==> src/hw/rtl/cae_pkg.sv <==
// ----------------------------------------------------------------------------
// cae_pkg: shared types and constants for the 6502 ALU execute core
// Item structs, decoded operation codes and status flag positions.
// ----------------------------------------------------------------------------
package cae_pkg;

	// status bit positions, N V - B D I Z C from bit 7 down
	localparam logic [2:0] FLAG_C = 3'd0;
	localparam logic [2:0] FLAG_Z = 3'd1;
	localparam logic [2:0] FLAG_I = 3'd2;
	localparam logic [2:0] FLAG_D = 3'd3;
	localparam logic [2:0] FLAG_V = 3'd6;
	localparam logic [2:0] FLAG_N = 3'd7;

	// raw code with no operation behind it; runs as nop
	localparam logic [5:0] OP_CODE_UNUSED = 6'd63;

	typedef enum logic [5:0] {
		OP_LDA   = 6'd0,  OP_LDX   = 6'd1,  OP_LDY   = 6'd2,  OP_EOR   = 6'd3,
		OP_AND   = 6'd4,  OP_ORA   = 6'd5,  OP_ADC   = 6'd6,  OP_SBC   = 6'd7,
		OP_CMP   = 6'd8,  OP_BIT   = 6'd9,  OP_LAX   = 6'd10, OP_NOP   = 6'd11,
		OP_ASL   = 6'd12, OP_LSR   = 6'd13, OP_ROL   = 6'd14, OP_ROR   = 6'd15,
		OP_INC   = 6'd16, OP_DEC   = 6'd17, OP_SLO   = 6'd18, OP_SRE   = 6'd19,
		OP_RLA   = 6'd20, OP_RRA   = 6'd21, OP_ISC   = 6'd22, OP_DCP   = 6'd23,
		OP_STA   = 6'd24, OP_STX   = 6'd25, OP_STY   = 6'd26, OP_SAX   = 6'd27,
		OP_BCC   = 6'd28, OP_BCS   = 6'd29, OP_BEQ   = 6'd30, OP_BMI   = 6'd31,
		OP_BNE   = 6'd32, OP_BPL   = 6'd33, OP_BVC   = 6'd34, OP_BVS   = 6'd35,
		OP_ASL_A = 6'd36, OP_LSR_A = 6'd37, OP_ROL_A = 6'd38, OP_ROR_A = 6'd39,
		OP_CPX   = 6'd40, OP_CPY   = 6'd41, OP_CLC   = 6'd42, OP_CLD   = 6'd43,
		OP_CLI   = 6'd44, OP_CLV   = 6'd45, OP_DEX   = 6'd46, OP_DEY   = 6'd47,
		OP_INX   = 6'd48, OP_INY   = 6'd49, OP_SEC   = 6'd50, OP_SED   = 6'd51,
		OP_SEI   = 6'd52, OP_TAX   = 6'd53, OP_TAY   = 6'd54, OP_TSX   = 6'd55,
		OP_TXA   = 6'd56, OP_TYA   = 6'd57, OP_TXS   = 6'd58, OP_ALR   = 6'd59,
		OP_ANC   = 6'd60, OP_ARR   = 6'd61, OP_AXS   = 6'd62
	} op_t;

	typedef struct packed {
		logic [5:0] operation;
		logic [7:0] operand;
	} cmd_t;

	typedef struct packed {
		logic [7:0] result_byte;
		logic       branch_taken;
		logic [7:0] acc_out;
		logic [7:0] x_out;
		logic [7:0] y_out;
		logic [7:0] status_out;
		logic [7:0] sp_out;
	} rsp_t;

	// decoded item as it sits in the queue
	typedef struct packed {
		op_t        op;
		logic [7:0] operand;
		logic       is_branch;
		logic [2:0] br_flag;
		logic       br_pol;
	} dec_item_t;

	// queue head as seen by the execute side
	typedef struct packed {
		logic      valid;
		dec_item_t item;
	} q_head_t;

endpackage

==> src/hw/rtl/cpu6502_alu_execute_core.sv <==
// ----------------------------------------------------------------------------
// cpu6502_alu_execute_core: 6502 data-operation execute unit, binary only
// Front decodes and queues commands, back executes and registers results.
// ----------------------------------------------------------------------------
//
//   channel | dir | handshake             | payload
//   --------+-----+-----------------------+-------------------------------
//   cmd     | in  | cmd_valid / cmd_stall | operation[5:0], operand[7:0]
//   rsp     | out | rsp_valid / rsp_stall | result byte, branch, A X Y P SP
//
// Flow: one item per clock sustained while rsp_stall does not hold the back;
//   a command goes into the queue, then executes into the result register.
// The execute step reads A/X/Y/SP/P and writes them in the same clock, so
//   dependent items follow each other with no bubble.
// Stalls: cmd_stall rises only when the QueueDepth-entry queue is full;
//   the back stage holds while a result waits under rsp_stall.
// Reset: arst_n clears A X Y SP P, queue pointers and count, result valid.
//
module cpu6502_alu_execute_core #(
	parameter int unsigned QueueDepth = 2
) (
	input  logic           clk,
	input  logic           arst_n,
	input  logic           cmd_valid,
	output logic           cmd_stall,
	input  cae_pkg::cmd_t  cmd,
	output logic           rsp_valid,
	input  logic           rsp_stall,
	output cae_pkg::rsp_t  rsp
);

	cae_pkg::q_head_t head;
	logic             pop;

	// decode and buffer
	cae_front #(
		.Depth (QueueDepth)
	) u_front (
		.clk       (clk),
		.arst_n    (arst_n),
		.cmd_valid (cmd_valid),
		.cmd_stall (cmd_stall),
		.cmd       (cmd),
		.pop       (pop),
		.head      (head)
	);

	// register file, ALU and result register
	cae_back u_back (
		.clk       (clk),
		.arst_n    (arst_n),
		.head      (head),
		.pop       (pop),
		.rsp_valid (rsp_valid),
		.rsp_stall (rsp_stall),
		.rsp       (rsp)
	);

endmodule

==> src/hw/rtl/cae_front.sv <==
// ----------------------------------------------------------------------------
// cae_front: command intake and decode
// Maps raw codes to operations, classifies branches and queues the result.
// ----------------------------------------------------------------------------
module cae_front #(
	parameter int unsigned Depth = 2
) (
	input  logic              clk,
	input  logic              arst_n,
	input  logic              cmd_valid,
	output logic              cmd_stall,
	input  cae_pkg::cmd_t     cmd,
	input  logic              pop,
	output cae_pkg::q_head_t  head
);

	localparam int unsigned PtrW = $clog2(Depth);
	localparam int unsigned CntW = $clog2(Depth + 1);

	cae_pkg::dec_item_t dec;
	cae_pkg::dec_item_t queue_q [Depth];
	logic [PtrW-1:0]    wr_ptr_q;
	logic [PtrW-1:0]    rd_ptr_q;
	logic [CntW-1:0]    count_q;
	logic               push;

	// decode
	always_comb begin
		if (cmd.operation == cae_pkg::OP_CODE_UNUSED) begin
			dec.op = cae_pkg::OP_NOP;
		end else begin
			dec.op = cae_pkg::op_t'(cmd.operation);
		end
		dec.operand   = cmd.operand;
		dec.is_branch = 1'b1;
		dec.br_flag   = cae_pkg::FLAG_C;
		dec.br_pol    = 1'b0;
		unique case (dec.op)
			cae_pkg::OP_BCC: begin dec.br_flag = cae_pkg::FLAG_C; dec.br_pol = 1'b0; end
			cae_pkg::OP_BCS: begin dec.br_flag = cae_pkg::FLAG_C; dec.br_pol = 1'b1; end
			cae_pkg::OP_BEQ: begin dec.br_flag = cae_pkg::FLAG_Z; dec.br_pol = 1'b1; end
			cae_pkg::OP_BMI: begin dec.br_flag = cae_pkg::FLAG_N; dec.br_pol = 1'b1; end
			cae_pkg::OP_BNE: begin dec.br_flag = cae_pkg::FLAG_Z; dec.br_pol = 1'b0; end
			cae_pkg::OP_BPL: begin dec.br_flag = cae_pkg::FLAG_N; dec.br_pol = 1'b0; end
			cae_pkg::OP_BVC: begin dec.br_flag = cae_pkg::FLAG_V; dec.br_pol = 1'b0; end
			cae_pkg::OP_BVS: begin dec.br_flag = cae_pkg::FLAG_V; dec.br_pol = 1'b1; end
			default:         dec.is_branch = 1'b0;
		endcase
	end

	assign cmd_stall = (count_q == CntW'(Depth));
	assign push      = cmd_valid && !cmd_stall;

	always_ff @(posedge clk) begin
		if (push) begin
			queue_q[wr_ptr_q] <= dec;
		end
	end

	always_ff @(posedge clk or negedge arst_n) begin
		if (!arst_n) begin
			wr_ptr_q <= '0;
			rd_ptr_q <= '0;
			count_q  <= '0;
		end else begin
			if (push) begin
				wr_ptr_q <= (wr_ptr_q == PtrW'(Depth - 1)) ? '0 : wr_ptr_q + 1'b1;
			end
			if (pop) begin
				rd_ptr_q <= (rd_ptr_q == PtrW'(Depth - 1)) ? '0 : rd_ptr_q + 1'b1;
			end
			if (push && !pop) begin
				count_q <= count_q + 1'b1;
			end else if (pop && !push) begin
				count_q <= count_q - 1'b1;
			end
		end
	end

	assign head.valid = (count_q != '0);
	assign head.item  = queue_q[rd_ptr_q];

	a_count_bound: assert property (@(posedge clk) disable iff (!arst_n)
		count_q <= CntW'(Depth))
		else $error("queue count above depth");

	a_no_pop_empty: assert property (@(posedge clk) disable iff (!arst_n)
		pop |-> count_q != '0)
		else $error("pop from empty queue");

	a_count_track: assert property (@(posedge clk) disable iff (!arst_n)
		push && !pop |=> count_q == $past(count_q) + 1'b1)
		else $error("queue count lost a push");

endmodule

==> src/hw/rtl/cae_back.sv <==
// ----------------------------------------------------------------------------
// cae_back: execute stage and result register
// Holds A, X, Y, SP, status; runs one queued item per cycle unless stalled.
// ----------------------------------------------------------------------------
module cae_back (
	input  logic              clk,
	input  logic              arst_n,
	input  cae_pkg::q_head_t  head,
	output logic              pop,
	output logic              rsp_valid,
	input  logic              rsp_stall,
	output cae_pkg::rsp_t     rsp
);

	logic [7:0] acc_q, x_q, y_q, sp_q, p_q;
	logic [7:0] acc_n, x_n, y_n, sp_n, p_n;
	logic [7:0] res, opnd, t, r;
	logic [9:0] ad;
	logic       zen;
	logic [7:0] zv;
	logic       br;
	logic       cf;
	logic       go;
	logic       rsp_valid_q;
	cae_pkg::rsp_t rsp_q;

	// {V, C, sum}
	function automatic logic [9:0] add_f(input logic [7:0] a, input logic [7:0] b,
		input logic c);
		logic [8:0] s;
		s = {1'b0, a} + {1'b0, b} + {8'd0, c};
		return {(a[7] ^ s[7]) & (b[7] ^ s[7]), s};
	endfunction

	assign go  = head.valid && (!rsp_valid_q || !rsp_stall);
	assign pop = go;

	always_comb begin
		opnd  = head.item.operand;
		cf    = p_q[cae_pkg::FLAG_C];
		acc_n = acc_q;
		x_n   = x_q;
		y_n   = y_q;
		sp_n  = sp_q;
		p_n   = p_q;
		res   = '0;
		zen   = 1'b0;
		zv    = '0;
		t     = acc_q & opnd;
		r     = '0;
		ad    = add_f(acc_q, opnd, cf);
		br    = head.item.is_branch && (p_q[head.item.br_flag] == head.item.br_pol);
		unique case (head.item.op)
			cae_pkg::OP_LDA: begin acc_n = opnd; zen = 1'b1; zv = opnd; end
			cae_pkg::OP_LDX: begin x_n = opnd; zen = 1'b1; zv = opnd; end
			cae_pkg::OP_LDY: begin y_n = opnd; zen = 1'b1; zv = opnd; end
			cae_pkg::OP_EOR: begin acc_n = acc_q ^ opnd; zen = 1'b1; zv = acc_n; end
			cae_pkg::OP_AND: begin acc_n = t; zen = 1'b1; zv = acc_n; end
			cae_pkg::OP_ORA: begin acc_n = acc_q | opnd; zen = 1'b1; zv = acc_n; end
			cae_pkg::OP_ADC: begin
				acc_n = ad[7:0]; p_n[cae_pkg::FLAG_C] = ad[8];
				p_n[cae_pkg::FLAG_V] = ad[9]; zen = 1'b1; zv = ad[7:0];
			end
			cae_pkg::OP_SBC: begin
				ad = add_f(acc_q, ~opnd, cf);
				acc_n = ad[7:0]; p_n[cae_pkg::FLAG_C] = ad[8];
				p_n[cae_pkg::FLAG_V] = ad[9]; zen = 1'b1; zv = ad[7:0];
			end
			cae_pkg::OP_CMP: begin
				p_n[cae_pkg::FLAG_C] = (acc_q >= opnd); zen = 1'b1; zv = acc_q - opnd;
			end
			cae_pkg::OP_BIT: begin
				p_n[cae_pkg::FLAG_V] = opnd[6];
				p_n[cae_pkg::FLAG_N] = opnd[7];
				p_n[cae_pkg::FLAG_Z] = (t == 8'd0);
			end
			cae_pkg::OP_LAX: begin acc_n = opnd; x_n = opnd; zen = 1'b1; zv = opnd; end
			cae_pkg::OP_NOP: begin end
			cae_pkg::OP_ASL: begin
				res = {opnd[6:0], 1'b0}; p_n[cae_pkg::FLAG_C] = opnd[7]; zen = 1'b1; zv = res;
			end
			cae_pkg::OP_LSR: begin
				res = {1'b0, opnd[7:1]}; p_n[cae_pkg::FLAG_C] = opnd[0]; zen = 1'b1; zv = res;
			end
			cae_pkg::OP_ROL: begin
				res = {opnd[6:0], cf}; p_n[cae_pkg::FLAG_C] = opnd[7]; zen = 1'b1; zv = res;
			end
			cae_pkg::OP_ROR: begin
				res = {cf, opnd[7:1]}; p_n[cae_pkg::FLAG_C] = opnd[0]; zen = 1'b1; zv = res;
			end
			cae_pkg::OP_INC: begin res = opnd + 8'd1; zen = 1'b1; zv = res; end
			cae_pkg::OP_DEC: begin res = opnd - 8'd1; zen = 1'b1; zv = res; end
			cae_pkg::OP_SLO: begin
				res = {opnd[6:0], 1'b0}; p_n[cae_pkg::FLAG_C] = opnd[7];
				acc_n = acc_q | res; zen = 1'b1; zv = acc_n;
			end
			cae_pkg::OP_SRE: begin
				res = {1'b0, opnd[7:1]}; p_n[cae_pkg::FLAG_C] = opnd[0];
				acc_n = acc_q ^ res; zen = 1'b1; zv = acc_n;
			end
			cae_pkg::OP_RLA: begin
				res = {opnd[6:0], cf}; p_n[cae_pkg::FLAG_C] = opnd[7];
				acc_n = acc_q & res; zen = 1'b1; zv = acc_n;
			end
			cae_pkg::OP_RRA: begin
				// add takes the carry that the rotate shifted out
				res = {cf, opnd[7:1]};
				ad = add_f(acc_q, res, opnd[0]);
				acc_n = ad[7:0]; p_n[cae_pkg::FLAG_C] = ad[8];
				p_n[cae_pkg::FLAG_V] = ad[9]; zen = 1'b1; zv = ad[7:0];
			end
			cae_pkg::OP_ISC: begin
				res = opnd + 8'd1;
				ad = add_f(acc_q, ~res, cf);
				acc_n = ad[7:0]; p_n[cae_pkg::FLAG_C] = ad[8];
				p_n[cae_pkg::FLAG_V] = ad[9]; zen = 1'b1; zv = ad[7:0];
			end
			cae_pkg::OP_DCP: begin
				res = opnd - 8'd1;
				p_n[cae_pkg::FLAG_C] = (acc_q >= res); zen = 1'b1; zv = acc_q - res;
			end
			cae_pkg::OP_STA: res = acc_q;
			cae_pkg::OP_STX: res = x_q;
			cae_pkg::OP_STY: res = y_q;
			cae_pkg::OP_SAX: res = acc_q & x_q;
			cae_pkg::OP_BCC, cae_pkg::OP_BCS, cae_pkg::OP_BEQ, cae_pkg::OP_BMI,
			cae_pkg::OP_BNE, cae_pkg::OP_BPL, cae_pkg::OP_BVC, cae_pkg::OP_BVS: begin end
			cae_pkg::OP_ASL_A: begin
				acc_n = {acc_q[6:0], 1'b0}; p_n[cae_pkg::FLAG_C] = acc_q[7];
				zen = 1'b1; zv = acc_n;
			end
			cae_pkg::OP_LSR_A: begin
				acc_n = {1'b0, acc_q[7:1]}; p_n[cae_pkg::FLAG_C] = acc_q[0];
				zen = 1'b1; zv = acc_n;
			end
			cae_pkg::OP_ROL_A: begin
				acc_n = {acc_q[6:0], cf}; p_n[cae_pkg::FLAG_C] = acc_q[7];
				zen = 1'b1; zv = acc_n;
			end
			cae_pkg::OP_ROR_A: begin
				acc_n = {cf, acc_q[7:1]}; p_n[cae_pkg::FLAG_C] = acc_q[0];
				zen = 1'b1; zv = acc_n;
			end
			cae_pkg::OP_CPX: begin
				p_n[cae_pkg::FLAG_C] = (x_q >= opnd); zen = 1'b1; zv = x_q - opnd;
			end
			cae_pkg::OP_CPY: begin
				p_n[cae_pkg::FLAG_C] = (y_q >= opnd); zen = 1'b1; zv = y_q - opnd;
			end
			cae_pkg::OP_CLC: p_n[cae_pkg::FLAG_C] = 1'b0;
			cae_pkg::OP_CLD: p_n[cae_pkg::FLAG_D] = 1'b0;
			cae_pkg::OP_CLI: p_n[cae_pkg::FLAG_I] = 1'b0;
			cae_pkg::OP_CLV: p_n[cae_pkg::FLAG_V] = 1'b0;
			cae_pkg::OP_DEX: begin x_n = x_q - 8'd1; zen = 1'b1; zv = x_n; end
			cae_pkg::OP_DEY: begin y_n = y_q - 8'd1; zen = 1'b1; zv = y_n; end
			cae_pkg::OP_INX: begin x_n = x_q + 8'd1; zen = 1'b1; zv = x_n; end
			cae_pkg::OP_INY: begin y_n = y_q + 8'd1; zen = 1'b1; zv = y_n; end
			cae_pkg::OP_SEC: p_n[cae_pkg::FLAG_C] = 1'b1;
			cae_pkg::OP_SED: p_n[cae_pkg::FLAG_D] = 1'b1;
			cae_pkg::OP_SEI: p_n[cae_pkg::FLAG_I] = 1'b1;
			cae_pkg::OP_TAX: begin x_n = acc_q; zen = 1'b1; zv = acc_q; end
			cae_pkg::OP_TAY: begin y_n = acc_q; zen = 1'b1; zv = acc_q; end
			cae_pkg::OP_TSX: begin x_n = sp_q; zen = 1'b1; zv = sp_q; end
			cae_pkg::OP_TXA: begin acc_n = x_q; zen = 1'b1; zv = x_q; end
			cae_pkg::OP_TYA: begin acc_n = y_q; zen = 1'b1; zv = y_q; end
			cae_pkg::OP_TXS: sp_n = x_q;
			cae_pkg::OP_ALR: begin
				acc_n = {1'b0, t[7:1]}; p_n[cae_pkg::FLAG_C] = t[0]; zen = 1'b1; zv = acc_n;
			end
			cae_pkg::OP_ANC: begin
				acc_n = t; p_n[cae_pkg::FLAG_C] = t[7]; zen = 1'b1; zv = t;
			end
			cae_pkg::OP_ARR: begin
				r = {cf, t[7:1]};
				acc_n = r; zen = 1'b1; zv = r;
				p_n[cae_pkg::FLAG_C] = r[6];
				p_n[cae_pkg::FLAG_V] = r[6] ^ r[5];
			end
			cae_pkg::OP_AXS: begin
				r = acc_q & x_q;
				p_n[cae_pkg::FLAG_C] = (r >= opnd);
				x_n = r - opnd; zen = 1'b1; zv = x_n;
			end
			default: begin end
		endcase
		if (zen) begin
			p_n[cae_pkg::FLAG_Z] = (zv == 8'd0);
			p_n[cae_pkg::FLAG_N] = zv[7];
		end
	end

	always_ff @(posedge clk or negedge arst_n) begin
		if (!arst_n) begin
			acc_q       <= '0;
			x_q         <= '0;
			y_q         <= '0;
			sp_q        <= '0;
			p_q         <= '0;
			rsp_valid_q <= 1'b0;
		end else begin
			if (go) begin
				acc_q <= acc_n;
				x_q   <= x_n;
				y_q   <= y_n;
				sp_q  <= sp_n;
				p_q   <= p_n;
			end
			if (go) begin
				rsp_valid_q <= 1'b1;
			end else if (!rsp_stall) begin
				rsp_valid_q <= 1'b0;
			end
		end
	end

	always_ff @(posedge clk) begin
		if (go) begin
			rsp_q.result_byte  <= res;
			rsp_q.branch_taken <= br;
			rsp_q.acc_out      <= acc_n;
			rsp_q.x_out        <= x_n;
			rsp_q.y_out        <= y_n;
			rsp_q.status_out   <= p_n;
			rsp_q.sp_out       <= sp_n;
		end
	end

	assign rsp_valid = rsp_valid_q;
	assign rsp       = rsp_q;

	a_unused_bits: assert property (@(posedge clk) disable iff (!arst_n)
		p_q[5:4] == 2'b00)
		else $error("status bits 5:4 written");

	a_regs_hold: assert property (@(posedge clk) disable iff (!arst_n)
		!go |=> $stable(acc_q) && $stable(x_q) && $stable(y_q) && $stable(p_q))
		else $error("register file changed without an item");

	a_branch_nowrite: assert property (@(posedge clk) disable iff (!arst_n)
		rsp_valid_q && rsp_q.branch_taken |-> rsp_q.result_byte == 8'd0)
		else $error("taken branch with a write-back byte");

	a_rsp_matches_regs: assert property (@(posedge clk) disable iff (!arst_n)
		rsp_valid_q |-> rsp_q.acc_out == acc_q && rsp_q.status_out == p_q)
		else $error("result register out of step with state");

endmodule

==> config.mk <==
export PLATFORM = sky130hd
export DESIGN_NAME = cpu6502_alu_execute_core
export DESIGN_NICKNAME = d
export VERILOG_FILES = /design/src/hw/rtl/cae_pkg.sv /design/src/hw/rtl/cpu6502_alu_execute_core.sv /design/src/hw/rtl/cae_front.sv /design/src/hw/rtl/cae_back.sv
export SDC_FILE = /design/constraint.sdc
export NUM_CORES = 1
export LEC_CHECK = 0
export BUFFER_PORTS_ARGS = -buffer_cell sky130_fd_sc_hd__buf_2
export CAP_MARGIN = 20
export CORE_MARGIN = 5
export CORE_UTILIZATION = 35
export CTS_CLUSTER_DIAMETER = 120
export DETAILED_ROUTE_END_ITERATION = 8
export GPL_TIMING_DRIVEN = 0
export PLACE_DENSITY = 0.56
export RECOVER_POWER = 50
export SYNTH_ARGS = -nofsm -noshare
export SYNTH_HDL_FRONTEND = slang
export SYNTH_HIERARCHICAL = 1
export SYNTH_SLANG_ARGS = --single-unit
==> constraint.sdc <==
create_clock -name clk -period 4.5 [get_ports clk]
set_clock_uncertainty 0.2 [all_clocks]
set_input_delay 1.35 -clock clk [delete_from_list [all_inputs] [get_ports clk]]
set_output_delay 1.35 -clock clk [all_outputs]
set_load 0.005 [all_outputs]
; ---- Yosys cells after proc, flatten, opt, wreduce, memory -nomap -nowiden
; Memories as Yosys holds them, arrays and structs flattened.
; Index checks and enable logic that the tools add are counted.
[op_classes]
n_addsub = 23
n_eq_ne = 65
muxes = 28
n_reduce_logical = 34
magnitude_cmp = 6
bitwise = 22
[ops]
columns = op, count
row1 = $pmux W8 S36, 1
row2 = $eq A6 B6 Y1 const B, 32
row3 = $pmux W8 S19, 1
row4 = $eq A6 B5 Y1 const B, 16
row5 = $pmux W8 S10, 1
row6 = $pmux W8 S6, 1
row7 = $eq A6 B4 Y1 const B, 7
row8 = $reduce_or A41 Y1, 1
row9 = $ge A8 B8 Y1, 5
row10 = $sub A8 B8 Y8, 5
row11 = $add A8 B8 Y9, 4
row12 = $add A9 B1 Y9, 4
row13 = $pmux W8 S4, 1
row14 = $pmux W4 S7, 1
row15 = $reduce_or A2 Y1, 13
row16 = $add A8 B1 Y8 const B, 3
row17 = $and A8 B8 Y8, 3
row18 = $eq A6 B3 Y1 const B, 4
row19 = $sub A8 B1 Y8 const B, 3
row20 = $pmux W1 S17, 1
row21 = $logic_not A8 Y1, 2
row22 = $not A8 Y8, 2
row23 = $or A8 B8 Y8, 2
row24 = $mux W1, 13
row25 = 27 further kinds, 52
[word_totals]
out_inout_bits = 51
n_memories = 1
wordCells = 195
reg_bits = 90
ram_bits = 38
in_bits = 18
[memory_table]
columns = memory, depth, word_bits, read_ports, rd_ports_with_merged_regs, wr, line
row1 = u_front.queue_q, 2, 19, 1, 0, 1, cae_front.sv:21  ; cae_pkg::dec_item_t queue_q [Depth];

; ---- Logic depth before layout (Yosys ltp)
; Gate-level depths: netlist of run 1.
; An unclocked memory read counts as a cell.
[logic_depth]
word_depth = 8
mapped_depth = 17

; ---- Hierarchy
; The synthesis of run 1 kept the hierarchy.
[by_module_without_submodules]
columns = mod, area_each_um2, cells_each, instances
row1 = cae_back, 10421.2, 1276, 1
row2 = cae_front, 1655.3, 97, 1

; ---- Least setup slack after synthesis of run 1
; Ideal clock, no wire load.
[synth_path]
path_type = input port to flip-flop
from = in rsp_stall
to = reg u_front.count_q[1]
t_arrival_ns = 4.357
t_required_ns = 4.221
n_path_buf = 2
slack_ns = -0.136
setup_time_ns = 0.079
cell_stages = 10
cell_sequence = nand2_1 nand2_1 clkinv_1 buf_1 buf_1 inv_1 ha_1 xor2_1 nor2_1 xor2_1
[synth_via]
elab_chain_cells = 6
[synth_rtl]
columns = element, line
row1 = from (decl), cpu6502_alu_execute_core.sv:28  ; input logic rsp_stall,
row2 = $logic_not A1 Y1 (*), cae_back.sv:35  ; assign go = head.valid && (!rsp_valid_q || !rsp_stall);
row3 = $logic_or A1 B1 Y1 (*), cae_back.sv:35
row4 = $logic_and A1 B1 Y1 (*), cae_back.sv:35
row5 = net pop, cpu6502_alu_execute_core.sv:33  ; logic pop;
row6 = $logic_not A1 Y1, cae_front.sv:72  ; if (push && !pop) begin
row7 = $logic_and A1 B1 Y1, cae_front.sv:72
row8 = $mux W2 or $reduce_bool A2 Y1 (tied branches), -
row9 = to (signal assigned), cae_front.sv:73  ; count_q <= count_q + 1'b1;
row10 = to (signal assigned), cae_front.sv:75  ; count_q <= count_q - 1'b1;
row11 = to (decl), cae_front.sv:24  ; logic [CntW-1:0] count_q;
; The timed path passes the listed nets; every way through them passes the cells marked *.
; A chain may end at the register's enable or synchronous reset.

==> results of run 1 <==
## placed cells by master, fill, tap and decap left out, types with 9 or more instances in the layout
| cell | instances |
|---|---|
| nand2_1 | 156 |
| nor2_1 | 98 |
| edfxtp_1 | 83 |
| clkbuf_1 | 69 |
| a21oi_1 | 69 |
| buf_2 | 64 |
| o21ai_0 | 64 |
| ha_1 | 63 |
| inv_1 | 49 |
| buf_4 | 49 |
| xnor2_1 | 49 |
| dfrtp_1 | 41 |
| o211ai_1 | 32 |
| mux2_2 | 27 |
| nand3_1 | 25 |
| a22oi_1 | 25 |
| nor3_1 | 24 |
| xor2_1 | 22 |
| mux2i_1 | 20 |
| nand2b_1 | 19 |
| a221o_1 | 18 |
| clkbuf_16 | 17 |
| o22ai_1 | 15 |
| nor2b_1 | 14 |
| a221oi_1 | 14 |
| a211oi_1 | 14 |
| nand4_1 | 13 |
| and2_1 | 12 |
| and3_1 | 10 |
| o221ai_1 | 10 |
| mux2_4 | 10 |
| clkinvlp_4 | 9 |
| clkbuf_2 | 9 |
| buf_6 | 9 |
| nor3b_1 | 9 |
| or3_1 | 9 |
| a21oi_2 | 9 |
## layout make-up
class / count / area [um^2]
buffer: 92 / 535.5
tap: 455 / 569.3
multi-input combinational: 1090 / 8260
clock inverter: 13 / 165.2
clock buffer: 19 / 432.9
inverter: 63 / 272.8
fill: 3444 / 19710
sequential: 126 / 3571
timing repair buffer: 120 / 774.5
## metal layers
layer / up-vias / wire length [um] / share of wire, % / global-route usage [%]
li1: 5411 / - / - / -
met3: 172 / 6123 / 10 / 6.371
met5: - / 0 / 0 / 0
met4: 0 / 3257 / 5.6 / 14.02
met1: 6174 / 24290 / 41 / 40.99
met2: 860 / 24920 / 43 / 44.33
## synth_stat cells (18+ instances only)
cell type  instances
a21oi_1           79
a221o_1           18
a22oi_1           25
buf_2             21
clkbuf_1          53
dfrtp_1           43
edfxtp_1          83
ha_1              73
inv_1             58
mux2_2            26
mux2i_1           20
nand2_1          159
nand2b_1          20
nand3_1           25
nor2_1            99
nor3_1            26
o211ai_1          32
o21ai_0           65
xnor2_1           56
xor2_1            22
## path summary, 6_finish.rpt
kind / end / slack, ps
setup / recovery: u_back/rsp[15]$_DFFE_PP_ / -230
hold / removal: u_front/wr_ptr_q$_DFFE_PN0P_ / 300
setup reg to reg: u_back/rsp[15]$_DFFE_PP_ / -230
hold reg to reg: u_front/wr_ptr_q$_DFFE_PN0P_ / 300
max in group asynchronous: u_front/rd_ptr_q$_DFFE_PN0P_ / 740
min in group asynchronous: u_back/y_q[3]$_DFFE_PN0P_ / 830
## flip-flops by register name, indices dropped and copies added, names as in the netlist, 2 cells and up
register / flops
u_front/queue_q: 36
u_back/rsp: 47
u_back/acc_q: 8
u_back/y_q: 8
u_back/p_q: 6
u_back/x_q: 8
u_back/sp_q: 8
u_front/count_q: 2
## logic make-up (layout without fill, tap and decap cells)
| group | Yosys count | after routing | synth area share (%) |
|---|---|---|---|
| multiplexers | 67 | 67 | 6.465 |
| XOR/XNOR | 81 | 81 | 6.061 |
| adder cells (fa/ha/maj) | 91 | 91 | 10.07 |
| buffers and inverters | 158 | 307 | 5.843 |
| flip-flops | 126 | 126 | 29.55 |
| other | 1 | 2 | 0.03105 |
| AO/OA/AOI/OAI | 397 | 397 | 23.36 |
| AND/OR/NAND/NOR | 452 | 452 | 18.62 |
## where the power goes
part / switching, uW / internal, uW / total (uW) / leakage (uW)
logic: 6360 / 3760 / 10100 / 0.00407
registers: 366 / 1820 / 2180 / 0.00136
clock network: 571 / 873 / 1440 / 0.000281
## worst max-delay path: cells and delay by family, from the launching register on
family / cells / cell delay, ps
xor gates and xnor gates: 2 / 600
DFF: 1 / 370
AOI/OAI and AO/OA: 6 / 1610
buffers and inverters: 5 / 980
muxes: 1 / 310
adders and majority gates: 1 / 360
## through the flow
stage | setup slack, ps | TNS [ps] | utilization (%) | std cells
after floorplan | -2.379 | -2.379 | - | 1374
after global routing | -154.9 | -540.5 | 42.53 | 1978
after global placement | -1898 | -103450 | 37.88 | 1895
final | -233.6 | -770.8 | 42.53 | 1978
after detailed placement | -1752 | -19300 | 38.16 | 1902
after CTS | 5.517 | 0 | 41.97 | 1966
## timing repair
item / in CTS / in global routing
setup endpoints to repair: 31 / 20
setup buffers: 35 / 9
pin swaps: 18 / 17
resized for setup: 98 / 37
==> reports/qor.csv, run 1 <==
metric,value,unit
status,"complete, but fails checks",
violations,"max-capacitance violations, max-slew violations, negative setup slack",
post_drt_via_cell_ratio,6.379,
crit_slowest_cell,a311oi_2,
ys.flop_type,edfxtp_1,
worst_slack,-233.6,ps
drive_gt1_share,20.95,%
die_h,195.8,um
max_freq,0.2113,GHz
power_density,943.3,nW/um^2
antenna_found_initial,0,
whs,303.5,ps
hold_buffers,0,
peakVddDrop,0.0004894,V
drv_slew,34,
yosysSeqAreaShare,29.55,%
avgSynthCellArea,8.796,um^2
area_growth,20.74,%
holdPathStages,1,
drv_cap,1,
wl_per_cell,29.62,um
synth_top_cells_by_area,"edfxtp_1 21%, dfrtp_1 8.9%, ha_1 7.6%",
power_leakage,0.005719,uW
rows,68,
hpwl,43340,um
synth-seq-cells,126,
port-buffer-count,66,
regToRegStartpoint,u_front/rd_ptr_q$_DFFE_PN0P_,
yosysWarnings,6,
min_from,u_front/wr_ptr_q$_DFFE_PN0P_,
gp_congestion,1.035,
final_cell_area,14580,um^2
grt_util_all_layers,29.68,%
hp-class,reg2reg,
drc,0,
crit_chain,"buf_6, buf_12, mux2_4, buf_6, clkinvlp_4, xnor2_2, ha_1, a31oi_2, a221oi_2, a311oi_2, xnor2_2, a2111oi_4, buf_4, o2111ai_4, o21bai_4",
rsz0062_at_grt,yes,
tritoncts,built,
grt_pass1_wl,83890,um
cts.sinks,126,
end_kind,flip-flop,
drt_pass1_iterations,6,
worstSetupStartpointType,flip-flop,
die_w,195.8,um
cts_made_buffers,17,
nets,1613,
critPathLaunch,u_front/rd_ptr_q$_DFFE_PN0P_,
gr-total-overflow,0,
post_dp_cell_area,13080,um^2
drtIter0Drc,1683,
synthCells,1373,
synth_area,12080,um^2
yosysUniqueCellTypes,104,
max_stage_delay,400,ps
setup_viol,5,
period_minus_slack,4734,ps
ant_nets,0,
clkTransAtPathRegs,60,ps
clkLatencyLatePin,440,ps
synth_enable_flop_cells,83,
slew_headroom,-43.49,%
vias,12620,
grt_pass1_vias,12020,
hold_viol_final,0,
synth_top_area_share,20.64,%
routed_wl,58590,um
dieArea,38320,um^2
core_area,34290,um^2
path_class,reg2reg,
synthArstFlopShare,34.13,%
ios,69,
ff2ff_path_depth,15,
yosysTopAreaCell,edfxtp_1,
cts_max_level,4,
grt_max_degree,39,
num_antenna_cells,0,
clockBufferDepth,2,
cts_root_buf,clkbuf_16,
worst_pin_slew,2152,ps
crit_path_max_fanout,10,
required,4470,ps
total_power,13760,uW
cp.arrival,4700,ps
start_util,35.22,%
finalCritPeriodShare,105.2,%
No activity file was read; power rests on OpenSTA's default activity.
==> inputs of run 2 (changes only) <==
Settings changed: REMOVE_ABC_BUFFERS set to 1.
==> run 2 against run 1 <==
Net effect: flip-flop and latch count stayed put; non-clock buffer count is 72 lower; sequential share of layout area grew 0.62 points; critical path depth fell by 3; wire length decreased by 12%; worst setup slack gained 230 ps; the flow still finishes with violations (max-capacitance violations, max-slew violations, negative setup slack); via count fell by 7.2%; sequential power increased by 16%; clock-buffer cell count decreased by 1; clock power about the same; maximum frequency up 5.1%.
==> reports/qor.csv, run 2 (synthesis gave the netlist of run 1 again) <==
metric,value,unit,change
ios,69,,unchanged
port-buffer-count,66,,unchanged
antenna_found_initial,1,,+1
ant_nets,0,,unchanged
dp_worst_setup_slack,-2096,ps,-343.5 ps
rows,68,,unchanged
period_minus_slack,4504,ps,-229.8 ps
p_sw_share,51.62,%,-1.5 points
setup_viol,1,,-4
end_kind,flip-flop,,
drive_gt1_share,21.02,%,+0.074 points
hp-class,reg2reg,,
drv_slew,35,,+2.9%
crit_slowest_cell,a221oi_1,,
path_buf_inv,4,,-1
required,4480,ps,about the same
max_freq,0.2220,GHz,+5.1%
crit_path_max_fanout,14,,+4
start_util,35.22,%,unchanged
multi_input_comb_area,8300,um^2,+0.48%
num_antenna_cells,0,,unchanged
gr-total-overflow,0,,unchanged
hold_viol_final,0,,unchanged
grt_pass1_vias,11280,,-6.1%
nets,1541,,-4.5%
clkTransAtPathRegs,60,ps,about the same
final_cell_mix,"154 x nand2_1, 96 x nor2_1, 83 x edfxtp_1",,
cts_root_buf,clkbuf_16,,
crit_chain,"buf_4, buf_4, mux2_4, inv_1, ha_1, inv_1, a221oi_1, o2111ai_1, nor3_1, o311a_1, o311a_1, a21oi_2",,
path_delay_family,compound AO/OA/AOI/OAI gates,,
hold_buffers,0,,unchanged
cp.arrival,4490,ps,-210 ps
holdPathStages,1,,unchanged
power_leakage,0.005553,uW,-2.9%
grt_use_met2,39.77,%,-4.6 points
drtIter0Drc,1264,,-25%
clkLatencyLatePin,460,ps,+20 ps
worst_pin_slew,2020,ps,-132.4 ps
worst_slack,-3.798,ps,+229.8 ps
combPwrFrac,69.5,%,-4.1 points
fill_cells,3395,,-1.4%
routed_wl,51390,um,-12%
area_growth,18.16,%,
worstSetupStartpointType,flip-flop,,
final_core_util,41.62,%,-0.91 points
finalCritPeriodShare,100.1,%,-5.1 points
largest_reg_flops,47,,unchanged
violations,"max-capacitance violations, max-slew violations, negative setup slack",,
drc,0,,unchanged
ff2ff_path_depth,12,,-3
cts_max_level,4,,unchanged
vias,11710,,-7.2%
die_w,195.8,um,unchanged
gp_congestion,0.9910,,-4.3%
die_h,195.8,um,unchanged
path_class,reg2reg,,
cts.sinks,126,,unchanged
grt_util_all_layers,26.06,%,-3.6 points
layout_commonest_cell,nand2_1,,
grt_pass1_wl,75310,um,-10%
cts_made_buffers,17,,unchanged
drt_pass1_iterations,6,,unchanged
hpwl,35610,um,-18%
peakVddDrop,0.0003789,V,-23%
gr-usage-met1,34.34,%,-6.6 points
regArea,3583,um^2,+0.35%
core_area,34290,um^2,unchanged
dieArea,38320,um^2,unchanged
slew_headroom,-34.66,%,+8.8 points
max_stage_delay,600,ps,+200 ps
power_density,918.4,nW/um^2,-2.6%
power.switching,6765,uW,-7.3%
drv_cap,1,,unchanged
clkPwrFrac,11.2,%,+0.7 points
clockBufferDepth,2,,unchanged
grt-busiest-layer,met2,,
grt_max_degree,93,,+140%
post_drt_via_cell_ratio,6.143,,-3.7%
p_seq_share,19.3,%,+3.4 points
tritoncts,built,,
met3_usage,5.976,%,-0.39 points
cellInternalPower,6340,uW,-1.8%
wl_per_cell,26.96,um,-9.0%
worst-path-stages,12,,-3
status,"complete, but fails checks",,
## run 2: changes by cell type in the layout (fill, tap and decap cells not counted), moves of 5 or more
| cell | change |
|---|---|
| clkbuf_2 | -9 |
| buf_12 | -5 |
| clkbuf_1 | -43 |
| buf_2 | -18 |
| buf_4 | +7 |
| mux2_1 | -5 |
## run 2: routing by layer
layer	share of wire, %	vias up	wire, um
met5	0	-	0
met1	42	5740	21460
met3	9.0	135	4611
met4	5.7	0	2938
met2	44	578	22380
li1	-	5256	-
## run 2: final cells by class
class	count	area share [%]
Tap cell	455	3.989
Multi-Input combinational cell	1090	58.17
Clock buffer	18	3.007
Inverter	63	1.903
Clock inverter	14	1.271
Sequential cell	126	25.11
Timing Repair Buffer	140	6.550
## run 2: path summary, 6_finish.rpt
path,start,end,slack [ps]
worst max-delay path,u_front/rd_ptr_q$_DFFE_PN0P_,u_back/rsp[8]$_DFFE_PP_,-4
worst min-delay path,u_front/count_q[1]$_DFFE_PN0P_,u_front/count_q[1]$_DFFE_PN0P_,290
worst max register to register,u_front/rd_ptr_q$_DFFE_PN0P_,u_back/rsp[8]$_DFFE_PP_,-4
worst min register to register,u_front/count_q[1]$_DFFE_PN0P_,u_front/count_q[1]$_DFFE_PN0P_,290
max in group asynchronous,arst_n,u_front/rd_ptr_q$_DFFE_PN0P_,760
min in group asynchronous,arst_n,u_back/acc_q[0]$_DFFE_PN0P_,710
## run 2: power by group through the flow
stage | Sequential [uW] | Clock, uW | Combinational [uW]
2_1_floorplan | 2250 | 0 | 5190
3_3_place_gp | 2530 | 0 | 7560
3_5_place_dp | 2520 | 0 | 7660
4_1_cts | 2500 | 1510 | 8220
5_1_grt | 2570 | 1550 | 9700
6_report | 2530 | 1460 | 9110
## run 2: per-stage QoR
step | TNS (ps) | cells | cell area [um^2] | power [uW] | hold slack [ps]
after floorplan | -4979 | 1279 | 11610 | 7436 | 255.9
after global placement | -215230 | 1800 | 12510 | 10090 | 277.0
after detailed placement | -37920 | 1812 | 12660 | 10170 | 284.3
after CTS | 0 | 1882 | 13750 | 12230 | 293.8
after global routing | -63.65 | 1906 | 14270 | 13820 | 319.8
final | -3.798 | 1906 | 14270 | 13100 | 290.1
## run 2: worst reg2reg max path, delay by kind of cell, from the launching register on
family                   cells  cell delay, ps
multiplexers                 1             410
AO/OA/AOI/OAI                5            1400
adder cells (fa/ha/maj)      1             540
flip-flops                   1             540
buffers and inverters        4             910
AND/OR/NAND/NOR              1             260
## run 2: repair_timing
action | CTS | global route
resized for setup | 56 | 75
buffers inserted | 38 | 22
pin swaps | 7 | 21
gates cloned | 0 | 0
endpoints found under the setup margin | 45 | 11
==> inputs of run 3 (changes only) <==
Settings changed: CORE_MARGIN 5 to 1.5.
==> run 3 against run 2 <==
Net effect: the run ends with max-capacitance violations, max-slew violations left; cell area increased by 0.13%; final cell count decreased by 0.84%; maximum frequency increased by 0.32%; worst setup slack improved by 14 ps; critical path depth rose by 1; combinational power increased by 0.7%; first-iteration DRC count increased by 26%; largest cell class unchanged.
==> reports/qor.csv, run 3 (synthesis gave the netlist of run 1 again) <==
metric,value,unit,change
status,"complete, but fails checks",,
violations,"max-capacitance violations, max-slew violations",,
routed_wl,51290,um,-0.20%
num_antenna_cells,0,,unchanged
tns,0,ps,+3.798 ps
grt_util_all_layers,28.18,%,+2.1 points
max_stage_delay,520,ps,-80 ps
drv_cap,1,,unchanged
max_freq,0.2227,GHz,+0.32%
drv_slew,36,,+2.9%
grt_max_degree,93,,unchanged
peakVddDrop,0.0004094,V,+8.0%
port-buffer-count,66,,unchanged
setup_viol,0,,-1
cp.arrival,4640,ps,+150 ps
cp_common_cell,buf_4,,
path_buf_inv,3,,-1
cts_root_buf,clkbuf_16,,
largest_reg_flops,47,,unchanged
dieArea,35630,um^2,-7.0%
post_drt_via_cell_ratio,6.329,,+3.0%
path_delay_family,simple AND/OR/NAND/NOR gates,,
antenna_found_initial,0,,-1
area_growth,18.32,%,
crit_chain,"buf_4, buf_4, buf_4, mux2_8, and2_2, and3_2, a221oi_1, nand3_1, a211oi_2, nand4_1, nor3_4, nand4_1, o41ai_2",,
clkLatencyLatePin,450,ps,about the same
fill_cells,3362,,-0.97%
crit_path_max_fanout,21,,+7
rows,67,,-1.5%
finalCritPeriodShare,99.77,%,-0.32 points
tritoncts,built,,
cts_made_buffers,17,,unchanged
drtIter0Drc,1594,,+26%
slew_headroom,-36.80,%,-2.1 points
layout_commonest_cell,nand2_1,,
drt_pass1_iterations,8,,+2
grt_pass1_wl,73860,um,-1.9%
gr-total-overflow,0,,unchanged
core_area,33780,um^2,-1.5%
nets,1532,,-0.58%
cts_max_level,4,,unchanged
final_core_util,42.29,%,+0.68 points
die_w,188.8,um,-3.6%
start_util,35.75,%,+0.53 points
clockBufferDepth,2,,unchanged
worstSetupStartpointType,flip-flop,,
power_density,922.1,nW/um^2,+0.41%
crit_slowest_cell,dfrtp_4,,
power_leakage,0.005586,uW,+0.59%
grt_pass1_vias,11190,,-0.80%
drc,0,,unchanged
gp_congestion,0.9801,,-1.1%
drive_gt1_share,21.36,%,+0.34 points
worst_pin_slew,2052,ps,+31.99 ps
hpwl,34590,um,-2.9%
period_minus_slack,4490,ps,-14.18 ps
die_h,188.8,um,-3.6%
hold_viol_final,0,,unchanged
end_kind,flip-flop,,
rsz0062_at_grt,yes,,
ios,69,,unchanged
hp-class,reg2reg,,
clkTransAtPathRegs,70,ps,about the same
wl_per_cell,27.14,um,+0.65%
ant_nets,0,,unchanged
vias,11960,,+2.2%
cts.sinks,126,,unchanged
required,4650,ps,+170 ps
path_class,reg2reg,,
final_cell_mix,"155 x nand2_1, 95 x nor2_1, 83 x edfxtp_1",,
[run 3: cell types whose count changed in the layout (fill, tap and decap cells not counted), moves of 3 or more]
cell        previous run  this run
a211oi_1              13        10
buf_4                 56        45
buf_2                 46        56
clkinvlp_4            10         7
clkinv_4               3         7
inv_6                  6         3
a211oi_2               2         5
clkbuf_1              26        17
[run 3: stage by stage]
step           hold WS (ps)  setup slack (ps)  cells  area [um^2]  power (uW)
6_report              294.0             10.38   1890        14290       13180
5_1_grt               310.1            -50.91   1890        14290       13820
4_1_cts               301.2             3.119   1872        13810       12290
3_5_place_dp          288.5             -2029   1804        12650       10120
3_3_place_gp          277.0             -2410   1793        12500       10050
2_1_floorplan         255.9            -321.6   1279        11610        7436
[run 3: worst paths after layout]
path | startpoint | endpoint | slack (ps) | depth (start not counted)
worst min-delay path | u_front/wr_ptr_q$_DFFE_PN0P_ | u_front/wr_ptr_q$_DFFE_PN0P_ | 290 | 1
worst max register to register | u_front/rd_ptr_q$_DFFE_PN0P_ | u_back/p_q[1]$_DFFE_PN0P_ | 10 | 13
min in group asynchronous | arst_n | u_back/acc_q[2]$_DFFE_PN0P_ | 680 | 1
max in group asynchronous | arst_n | u_front/rd_ptr_q$_DFFE_PN0P_ | 800 | 2
worst min register to register | u_front/wr_ptr_q$_DFFE_PN0P_ | u_front/wr_ptr_q$_DFFE_PN0P_ | 290 | 1
worst max-delay path | u_front/rd_ptr_q$_DFFE_PN0P_ | u_back/p_q[1]$_DFFE_PN0P_ | 10 | 13
[run 3: power by group]
group | internal (uW) | switching [uW] | total (uW)
registers | 1830 | 708 | 2540
logic | 3620 | 5540 | 9170
clock network | 880 | 590 | 1470
total | 6330 | 6840 | 13200
[run 3: timing repair]
action | 4_1_cts | 5_1_grt
setup buffers | 36 | 13
gates resized for setup | 63 | 65
pin swaps | 12 | 19
endpoints found under the setup margin | 42 | 10
gates cloned | 0 | 2
hold buffers | 0 | 0
[run 3: worst register-to-register path: stages, from the launching register on]
cell      delay (ps)
dfrtp_4          520
buf_4            160
buf_4            130
buf_4            190
mux2_8           440
and2_2           370
and3_2           380
a221oi_1         350
nand3_1          140
a211oi_2         410
nand4_1          230
nor3_4           290
nand4_1          250
o41ai_2          340
[run 3: cell type report]
cell class                      instances  area [um^2]  area share, %
Timing Repair Buffer                  129        888.4          6.217
Tap cell                              448        560.5          3.923
Inverter                               63        275.3          1.926
Multi-Input combinational cell       1092         8367          58.56
Clock buffer                           18        429.2          3.004
Sequential cell                       126         3585          25.09
Clock inverter                         14        183.9          1.287
[run 3: per-layer routing]
metal	wire length [um]	track usage [%]	vias up
met1	21090	36.85	5750
li1	-	-	5241
met2	21550	41.36	787
met4	3260	16.30	0
met3	5395	8.046	183
met5	0	0	-
